## src/hdl/mac_address_text_parser_defines.svh

```systemverilog
// assertion macros for the hardware-address text parser
// expects signals named clk and rst_n in the scope of each use
`ifndef MAC_ADDRESS_TEXT_PARSER_DEFINES_SVH
`define MAC_ADDRESS_TEXT_PARSER_DEFINES_SVH

`ifndef ASSERT_OFF
`define MTP_ASSERT_SAME(lbl, ante, cons) \
    lbl: assert property (@(posedge clk) disable iff (!rst_n) (ante) |-> (cons)) \
        else $error("mtp assertion failed");
`define MTP_ASSERT_NEXT(lbl, ante, cons) \
    lbl: assert property (@(posedge clk) disable iff (!rst_n) (ante) |=> (cons)) \
        else $error("mtp assertion failed");
`else
`define MTP_ASSERT_SAME(lbl, ante, cons)
`define MTP_ASSERT_NEXT(lbl, ante, cons)
`endif

`endif

```

## src/hdl/mtp_pkg.sv

```systemverilog
// types, character codes and the character classifier of the address parser
// no dependencies
package mtp_pkg;

    localparam logic [7:0] CHAR_COLON  = 8'h3A;
    localparam logic [7:0] CHAR_HYPHEN = 8'h2D;
    localparam int unsigned NIBBLE_BITS = 4;
    localparam int unsigned ADDR_W      = 48;

    typedef enum logic [1:0] {
        KIND_DIGIT = 2'd0,
        KIND_SEP   = 2'd1,
        KIND_BAD   = 2'd2,
        KIND_EOT   = 2'd3
    } kind_t;

    typedef struct packed {
        kind_t                  kind;
        logic [NIBBLE_BITS-1:0] nib;
    } item_t;

    typedef struct packed {
        logic  valid;
        item_t item;
    } stage_t;

    // sort one character into digit, separator, end of text or anything else
    function automatic item_t classify(input logic [7:0] code, input logic eot);
        item_t r;
        r.kind = KIND_BAD;
        r.nib  = code[3:0];
        if (eot)
        begin
            r.kind = KIND_EOT;
        end
        else if (code == CHAR_COLON || code == CHAR_HYPHEN)
        begin
            r.kind = KIND_SEP;
        end
        else if (code >= 8'h30 && code <= 8'h39)
        begin
            r.kind = KIND_DIGIT;
        end
        else if ((code >= 8'h61 && code <= 8'h66) || (code >= 8'h41 && code <= 8'h46))
        begin
            // low nibble of a..f / A..F is 1..6
            r.kind = KIND_DIGIT;
            r.nib  = 4'(code[3:0] + 4'd9);
        end
        return r;
    endfunction

endpackage

```

## src/hdl/mtp_char_if.sv

```systemverilog
// character channel of the address parser: valid/ready plus one character
// depends on nothing
interface mtp_char_if;
    logic       valid;
    logic       ready;
    logic [7:0] char_code;
    logic       end_of_text;

    modport source (output valid, output char_code, output end_of_text, input ready);
    modport sink   (input valid, input char_code, input end_of_text, output ready);
endinterface

```

## src/hdl/mtp_result_if.sv

```systemverilog
// result channel of the address parser: valid/ready plus status and address
// depends on nothing
interface mtp_result_if;
    logic        valid;
    logic        ready;
    logic        parse_ok;
    logic [47:0] address;

    modport source (output valid, output parse_ok, output address, input ready);
    modport sink   (input valid, input parse_ok, input address, output ready);
endinterface

```

## src/hdl/mtp_in_stage.sv

```systemverilog
// input register: classifies each character as it is taken in
// depends on mtp_pkg
module mtp_in_stage
(
    input  logic            clk,
    input  logic            rst_n,
    input  logic [7:0]      char_code,
    input  logic            end_of_text,
    input  logic            in_valid,
    output logic            in_ready,
    input  logic            advance,
    output mtp_pkg::stage_t stage
);

    logic           valid_reg;
    mtp_pkg::item_t item_reg;
    logic           take;

    // stage may refill in the same cycle it drains
    assign in_ready = !valid_reg || advance;
    assign take     = in_valid && in_ready;

    always_ff @(posedge clk or negedge rst_n)
    begin
        if (!rst_n)
        begin
            valid_reg <= 1'b0;
        end
        else if (take)
        begin
            valid_reg <= 1'b1;
        end
        else if (advance)
        begin
            valid_reg <= 1'b0;
        end
    end

    always_ff @(posedge clk)
    begin
        if (take)
        begin
            item_reg <= mtp_pkg::classify(char_code, end_of_text);
        end
    end

    assign stage.valid = valid_reg;
    assign stage.item  = item_reg;

endmodule

```

## src/hdl/mtp_core.sv

```systemverilog
// parse state (accumulator, digit count, error flag) and the result register
// depends on mtp_pkg
module mtp_core
#(
    parameter int unsigned ADDRESS_BYTES = 6
)
(
    input  logic            clk,
    input  logic            rst_n,
    input  mtp_pkg::stage_t stage,
    output logic            advance,
    output logic            res_valid,
    input  logic            res_ready,
    output logic            parse_ok,
    output logic [47:0]     address
);

    localparam int unsigned ACC_W  = 8 * ADDRESS_BYTES;
    localparam int unsigned CNT_W  = $clog2(2 * ADDRESS_BYTES + 1);
    localparam logic [CNT_W-1:0] DIGITS = CNT_W'(2 * ADDRESS_BYTES);

    logic [ACC_W-1:0] acc_reg,   acc_next;
    logic [CNT_W-1:0] cnt_reg,   cnt_next;
    logic             err_reg,   err_next;
    logic             out_valid_reg;
    logic             ok_reg;
    logic [47:0]      addr_reg;
    logic             out_free;
    logic             is_eot;
    logic             ok_now;

    assign is_eot   = stage.item.kind == mtp_pkg::KIND_EOT;
    assign out_free = !out_valid_reg || res_ready;
    // only an end-of-text item needs room in the result register
    assign advance  = stage.valid && (!is_eot || out_free);
    assign ok_now   = !err_reg && (cnt_reg == DIGITS);

    always_comb
    begin
        acc_next = acc_reg;
        cnt_next = cnt_reg;
        err_next = err_reg;
        if (advance)
        begin
            case (stage.item.kind)
                mtp_pkg::KIND_EOT:
                begin
                    acc_next = '0;
                    cnt_next = '0;
                    err_next = 1'b0;
                end
                mtp_pkg::KIND_BAD:
                begin
                    err_next = 1'b1;
                end
                mtp_pkg::KIND_DIGIT:
                begin
                    if (!err_reg)
                    begin
                        if (cnt_reg == DIGITS)
                        begin
                            err_next = 1'b1;
                        end
                        else
                        begin
                            acc_next = {acc_reg[ACC_W-mtp_pkg::NIBBLE_BITS-1:0],
                                        stage.item.nib};
                            cnt_next = cnt_reg + 1'b1;
                        end
                    end
                end
                default:
                begin
                    // separators change nothing
                end
            endcase
        end
    end

    always_ff @(posedge clk or negedge rst_n)
    begin
        if (!rst_n)
        begin
            acc_reg       <= '0;
            cnt_reg       <= '0;
            err_reg       <= 1'b0;
            out_valid_reg <= 1'b0;
        end
        else
        begin
            acc_reg <= acc_next;
            cnt_reg <= cnt_next;
            err_reg <= err_next;
            if (advance && is_eot)
            begin
                out_valid_reg <= 1'b1;
            end
            else if (res_ready)
            begin
                out_valid_reg <= 1'b0;
            end
        end
    end

    always_ff @(posedge clk)
    begin
        if (advance && is_eot)
        begin
            ok_reg   <= ok_now;
            addr_reg <= ok_now ? mtp_pkg::ADDR_W'(acc_reg) : '0;
        end
    end

    assign res_valid = out_valid_reg;
    assign parse_ok  = ok_reg;
    assign address   = addr_reg;

endmodule

```

## src/hdl/mac_address_text_parser.sv

```systemverilog
// top level of the hardware-address text parser
// depends on mtp_pkg, mtp_char_if, mtp_result_if, mtp_in_stage, mtp_core and the defines header
//
// chars: one text character per item (char_code, end_of_text). colons and
// hyphens are skipped, hex digits of either case are shifted in first digit
// most significant, anything else or one digit too many marks the text bad.
// result: one item per end-of-text item, parse_ok and address; address is
// zero when parse_ok is 0. parse state is cleared after each end-of-text.
// an end-of-text passes the input register, then the result register.
// throughput: one character per cycle but while an end-of-text waits, set
// by the state update between the input register and the result register.
// reset clears the input register, the result register and the parse state;
// chars.ready is high right after reset.
// while result is stalled, ordinary characters still flow in; an
// end-of-text waits in the input register until the result is taken, and
// chars.ready drops only behind that waiting end-of-text.
`include "mac_address_text_parser_defines.svh"

module mac_address_text_parser
#(
    parameter int unsigned ADDRESS_BYTES = 6
)
(
    input  logic        clk,
    input  logic        rst_n,
    mtp_char_if.sink    chars,
    mtp_result_if.source result
);

    mtp_pkg::stage_t stage;
    logic            advance;
    logic            stage_eot;
    logic            result_stalled;

    mtp_in_stage u_in_stage
    (
        .clk         (clk),
        .rst_n       (rst_n),
        .char_code   (chars.char_code),
        .end_of_text (chars.end_of_text),
        .in_valid    (chars.valid),
        .in_ready    (chars.ready),
        .advance     (advance),
        .stage       (stage)
    );

    mtp_core #(
        .ADDRESS_BYTES (ADDRESS_BYTES)
    ) u_core
    (
        .clk       (clk),
        .rst_n     (rst_n),
        .stage     (stage),
        .advance   (advance),
        .res_valid (result.valid),
        .res_ready (result.ready),
        .parse_ok  (result.parse_ok),
        .address   (result.address)
    );

    assign stage_eot      = stage.valid && stage.item.kind == mtp_pkg::KIND_EOT;
    assign result_stalled = result.valid && !result.ready;

    `MTP_ASSERT_NEXT(a_eot_gives_result, advance && stage_eot, result.valid)
    `MTP_ASSERT_SAME(a_fail_zero_addr, result.valid && !result.parse_ok, result.address == 48'd0)
    `MTP_ASSERT_SAME(a_empty_stage_ready, !stage.valid, chars.ready)
    `MTP_ASSERT_SAME(a_eot_blocked, stage_eot && result_stalled, !advance && !chars.ready)

endmodule
```

## src/flat_wrapper.sv

```systemverilog
// flat-port wrapper written by rule: the top's interface ports become plain ports
module mac_address_text_parser_flat 
#(
    parameter int unsigned ADDRESS_BYTES = 6
)
  (clk, rst_n, chars_valid, chars_char_code, chars_end_of_text, chars_ready, result_valid, result_parse_ok, result_address, result_ready);
  mtp_char_if chars_i ();
  mtp_result_if result_i ();
  input  logic clk;
  input  logic rst_n;
  input wire logic [$bits(chars_i.valid)-1:0] chars_valid;
  input wire logic [$bits(chars_i.char_code)-1:0] chars_char_code;
  input wire logic [$bits(chars_i.end_of_text)-1:0] chars_end_of_text;
  output wire logic [$bits(chars_i.ready)-1:0] chars_ready;
  output wire logic [$bits(result_i.valid)-1:0] result_valid;
  output wire logic [$bits(result_i.parse_ok)-1:0] result_parse_ok;
  output wire logic [$bits(result_i.address)-1:0] result_address;
  input wire logic [$bits(result_i.ready)-1:0] result_ready;
  assign chars_i.valid = chars_valid;
  assign chars_i.char_code = chars_char_code;
  assign chars_i.end_of_text = chars_end_of_text;
  assign chars_ready = chars_i.ready;
  assign result_valid = result_i.valid;
  assign result_parse_ok = result_i.parse_ok;
  assign result_address = result_i.address;
  assign result_i.ready = result_ready;
  mac_address_text_parser #(.ADDRESS_BYTES(ADDRESS_BYTES)) u_core (.clk(clk), .rst_n(rst_n), .chars(chars_i), .result(result_i));
endmodule
```

## config.mk

```make
export PLATFORM = sky130hd
export DESIGN_NAME = mac_address_text_parser_flat
export DESIGN_NICKNAME = d
export VERILOG_FILES = /design/src/hdl/mtp_pkg.sv /design/src/hdl/mtp_char_if.sv /design/src/hdl/mtp_result_if.sv /design/src/hdl/mtp_in_stage.sv /design/src/hdl/mtp_core.sv /design/src/hdl/mac_address_text_parser.sv /design/src/flat_wrapper.sv
export VERILOG_INCLUDE_DIRS = /design/src /design/src/hdl
export SDC_FILE = /design/constraint.sdc
export NUM_CORES = 1
export LEC_CHECK = 0
export BUFFER_PORTS_ARGS = -buffer_cell sky130_fd_sc_hd__buf_4
export CORE_ASPECT_RATIO = 0.8
export CORE_UTILIZATION = 50
export CTS_CLUSTER_SIZE = 28
export DETAILED_ROUTE_END_ITERATION = 6
export GPL_ROUTABILITY_DRIVEN = 0
export PLACE_DENSITY_LB_ADDON = 0.2
export SETUP_SLACK_MARGIN = 0.4
export SLEW_MARGIN = 20
export SYNTH_ARGS = -nofsm -noshare
export SYNTH_HDL_FRONTEND = slang
export SYNTH_SLANG_ARGS = --single-unit
```

## constraint.sdc

```tcl
create_clock -name clk -period 5.93 [get_ports clk]
set_clock_uncertainty 0.2 [all_clocks]
set_input_delay 0.2965 -clock clk [delete_from_list [all_inputs] [get_ports clk]]
set_output_delay 0.2965 -clock clk [all_outputs]
set_load 0.01 [all_outputs]
```

==> impl_metrics.csv <==
group,metric,value,unit
outcome,outcome,"finished, final reports clean",
floorplan,fp-row-count,29,
place,portBuffers,63,
min_path,min_path_type,"primary input to flop",
yosys,yosys_warnings,0,
worst_setup_path,cp_data_required_time,5.99,ns
yosys,ys_seq_area_frac,0.7143,
yosys,syn_avg_cell_area,15.03,um2
floorplan,dieArea,8853,um2
timing,max_freq,356.0,MHz
timing,period_minus_slack,2.809,ns
global_routing,antenna_found_initial,0,
worst_setup_path,r2r_start,"u_core.u_core.cnt_reg[0]$_DFFE_PN0P_",
cts,cts_setup_buffers,0,
global_routing,grt_start_max_net_pins,56,
global_routing,grt_usage,0.1600,
cts,clk_latency,0.36,ns
floorplan,initial_core_util,0.5263,
global_routing,grt_pass1_vias,2225,
yosys,synth-seq-cells,110,
worst_setup_path,cp-start-kind,"flop",
route,dr.pass1.iters,4,
timing,slew_violations,0,
job,drv_cap,0,
finish,post-route-util,0.6240,
route,vias,2350,
cts,cts_tree,"yes",
timing,finalCritPeriodShare,0.4737,
route,wire_per_inst,14.26,um
worst_setup_path,endpoint_kind,"flop",
yosys,synth_cell_types,34,
place,pre_cts_ws,3.109,ns
timing,whs,0.01883,ns
floorplan,die_w,104.9,um
cts,clk_path_buf_depth,2,
floorplan,dieHeight,84.36,um
route,drt_iter0_drc,93,
timing,setup_tns,0,ns
finish,layout.cells.non_filler,457,
global_routing,grt_overflow,0,
route,post-route-drc-count,0,
power,p_leak,0.002192,uW
worst_setup_path,cp.arrival,2.87,ns
finish,nFillCells,625,
cts,cts.sinks,110,
power,ir_worst_vdd,143.4,uV
worst_setup_path,crit_type,"flop to flop",
place,dpl.hpwl,4041,um
timing,worst_slew_pin_slew,1.066,ns
worst_setup_path,r2r_cells,7,
timing,finalWorstSetupSlack,3.121,ns
yosys,synthArstFlopShare,0.5000,
route,viasPerCell,5.142,
yosys,syn_nets,301,
finish,drive_gt1_frac,0.2550,
yosys,synth_ff_type,"edfxtp_1",
yosys,syn_inst,282,
place,dp.cells,438,
cts,cts-root-buf,"clkbuf_8",
power,power_density,273.4,nW/um2
worst_setup_path,timing.critical_path.to,"u_core.u_core.acc_reg[43]$_DFFE_PN0P_",
global_routing,grt_pass1_wl,10930,um
finish,layout.cells.most_common,"buf_4",
finish,nNetsFinal,363,
route,ant_nets,0,
worst_setup_path,timing.rr.end,"u_core.u_core.acc_reg[43]$_DFFE_PN0P_",
yosys,synth_edf_count,55,
timing,finalSetupViolCount,0,
worst_setup_path,rrSetupSlack,3.12,ns
timing,hold_violations,0,
cts,cts.clk_slew.worst_paths,0.10,ns
worst_setup_path,startpoint,"u_core.u_core.cnt_reg[0]$_DFFE_PN0P_",
finish,layout_common_cells,"buf_4, dfrtp_1, edfxtp_1",
timing,rsz0062_at_grt,"no",
route,wl,6515,um
timing,relSlewSlack,0.2883,
floorplan,io_pins,64,
cts,cts_max_level,3,
finish,synthToLayoutAreaGrowth,18.57,%
finish,antenna_cells,0,
floorplan,coreArea,8055,um2
yosys,syn_area,4239,um2
cts,cts-buffers-inserted,9,
worst_setup_path,cp_max_fo,53,
worst min path at each step:
stage                     slack [ns]               from                                        to  cells after the start
after CTS                     0.0007  chars_end_of_text  u_core.u_in_stage.stage[5]$_SDFFCE_PP1P_                      2
final                           0.02  chars_end_of_text  u_core.u_in_stage.stage[5]$_SDFFCE_PP1P_                      2
after global routing           0.008  chars_end_of_text  u_core.u_in_stage.stage[5]$_SDFFCE_PP1P_                      2
after detailed placement        0.18              rst_n   u_core.u_in_stage.valid_reg$_DFFE_PN0P_                      1
after floorplan                -0.20              rst_n      u_core.u_core.acc_reg[0]$_DFFE_PN0P_                      0
after global placement          0.18              rst_n   u_core.u_in_stage.valid_reg$_DFFE_PN0P_                      1
cells in the mapped netlist (4+ instances only):
library cell	number	area (um2)
dfrtp_1	55	1376
edfxtp_1	55	1652
inv_1	6	22.52
clkbuf_1	4	15.01
buf_2	6	30.03
buf_4	5	37.54
and2_1	48	300.3
ha_1	6	75.07
nand2_1	9	33.78
nand3_1	6	30.03
a22o_1	49	429.2
logic make-up (layout without fill, tap and decap cells):
kind of cell	Yosys count	in the layout	share of synthesized area
AND/OR/NAND/NOR	80	80	0.1148
flip-flops	110	110	0.7143
adder cells (fa/ha/maj)	6	6	0.01771
buffers and inverters	23	90	0.02833
AO/OA/AOI/OAI	58	58	0.1133
XOR/XNOR	2	2	0.004133
multiplexers	3	3	0.007379
cell type report:
type / count / area (um2) / share of cell area
Multi-Input combinational cell: 149 / 1095 / 0.2178
Timing Repair Buffer: 67 / 528.0 / 0.1051
Tap cell: 108 / 135.1 / 0.02689
Inverter: 7 / 26.28 / 0.005228
Sequential cell: 110 / 3028 / 0.6024
Clock inverter: 6 / 76.32 / 0.01519
Clock buffer: 10 / 137.6 / 0.02738
what timing repair did:
item                                   4_1_cts  5_1_grt
endpoints found under the hold margin       56        0
hold buffers                                 2        0
setup endpoints to repair                    0        0
resized for setup                            0        0
routing by layer:
metal  share of wire  up-vias  GRT usage
met5               0        -          0
met4           0.011        0    0.04481
met3           0.049        6    0.05124
met2            0.44       58     0.2360
met1            0.50     1130     0.2305
li1                -     1156          -
power breakdown:
group | total [uW] | internal [uW] | switching, uW
Sequential | 832 | 822 | 9.68
Clock | 461 | 214 | 247
Combinational | 81.1 | 34.1 | 47.0
critical path: stages, from the launching register on:
cell and delay (ns):
dfrtp_1 0.41, inv_1 0.06, ha_1 0.20, a31oi_1 0.21, and3_2 0.85, nor2_4 0.28
buf_16 0.27, a22o_1 0.20
stage by stage:
| stage | instance area [um2] | power (uW) |
|---|---|---|
| 5_1_grt | 5026 | 1422 |
| 2_1_floorplan | 4239 | 886.7 |
| 3_5_place_dp | 4765 | 926.3 |
| 3_3_place_gp | 4765 | 924.6 |
| 6_report | 5026 | 1374 |
| 4_1_cts | 4999 | 1386 |
Note: power is estimated with default switching activity, not from simulation.
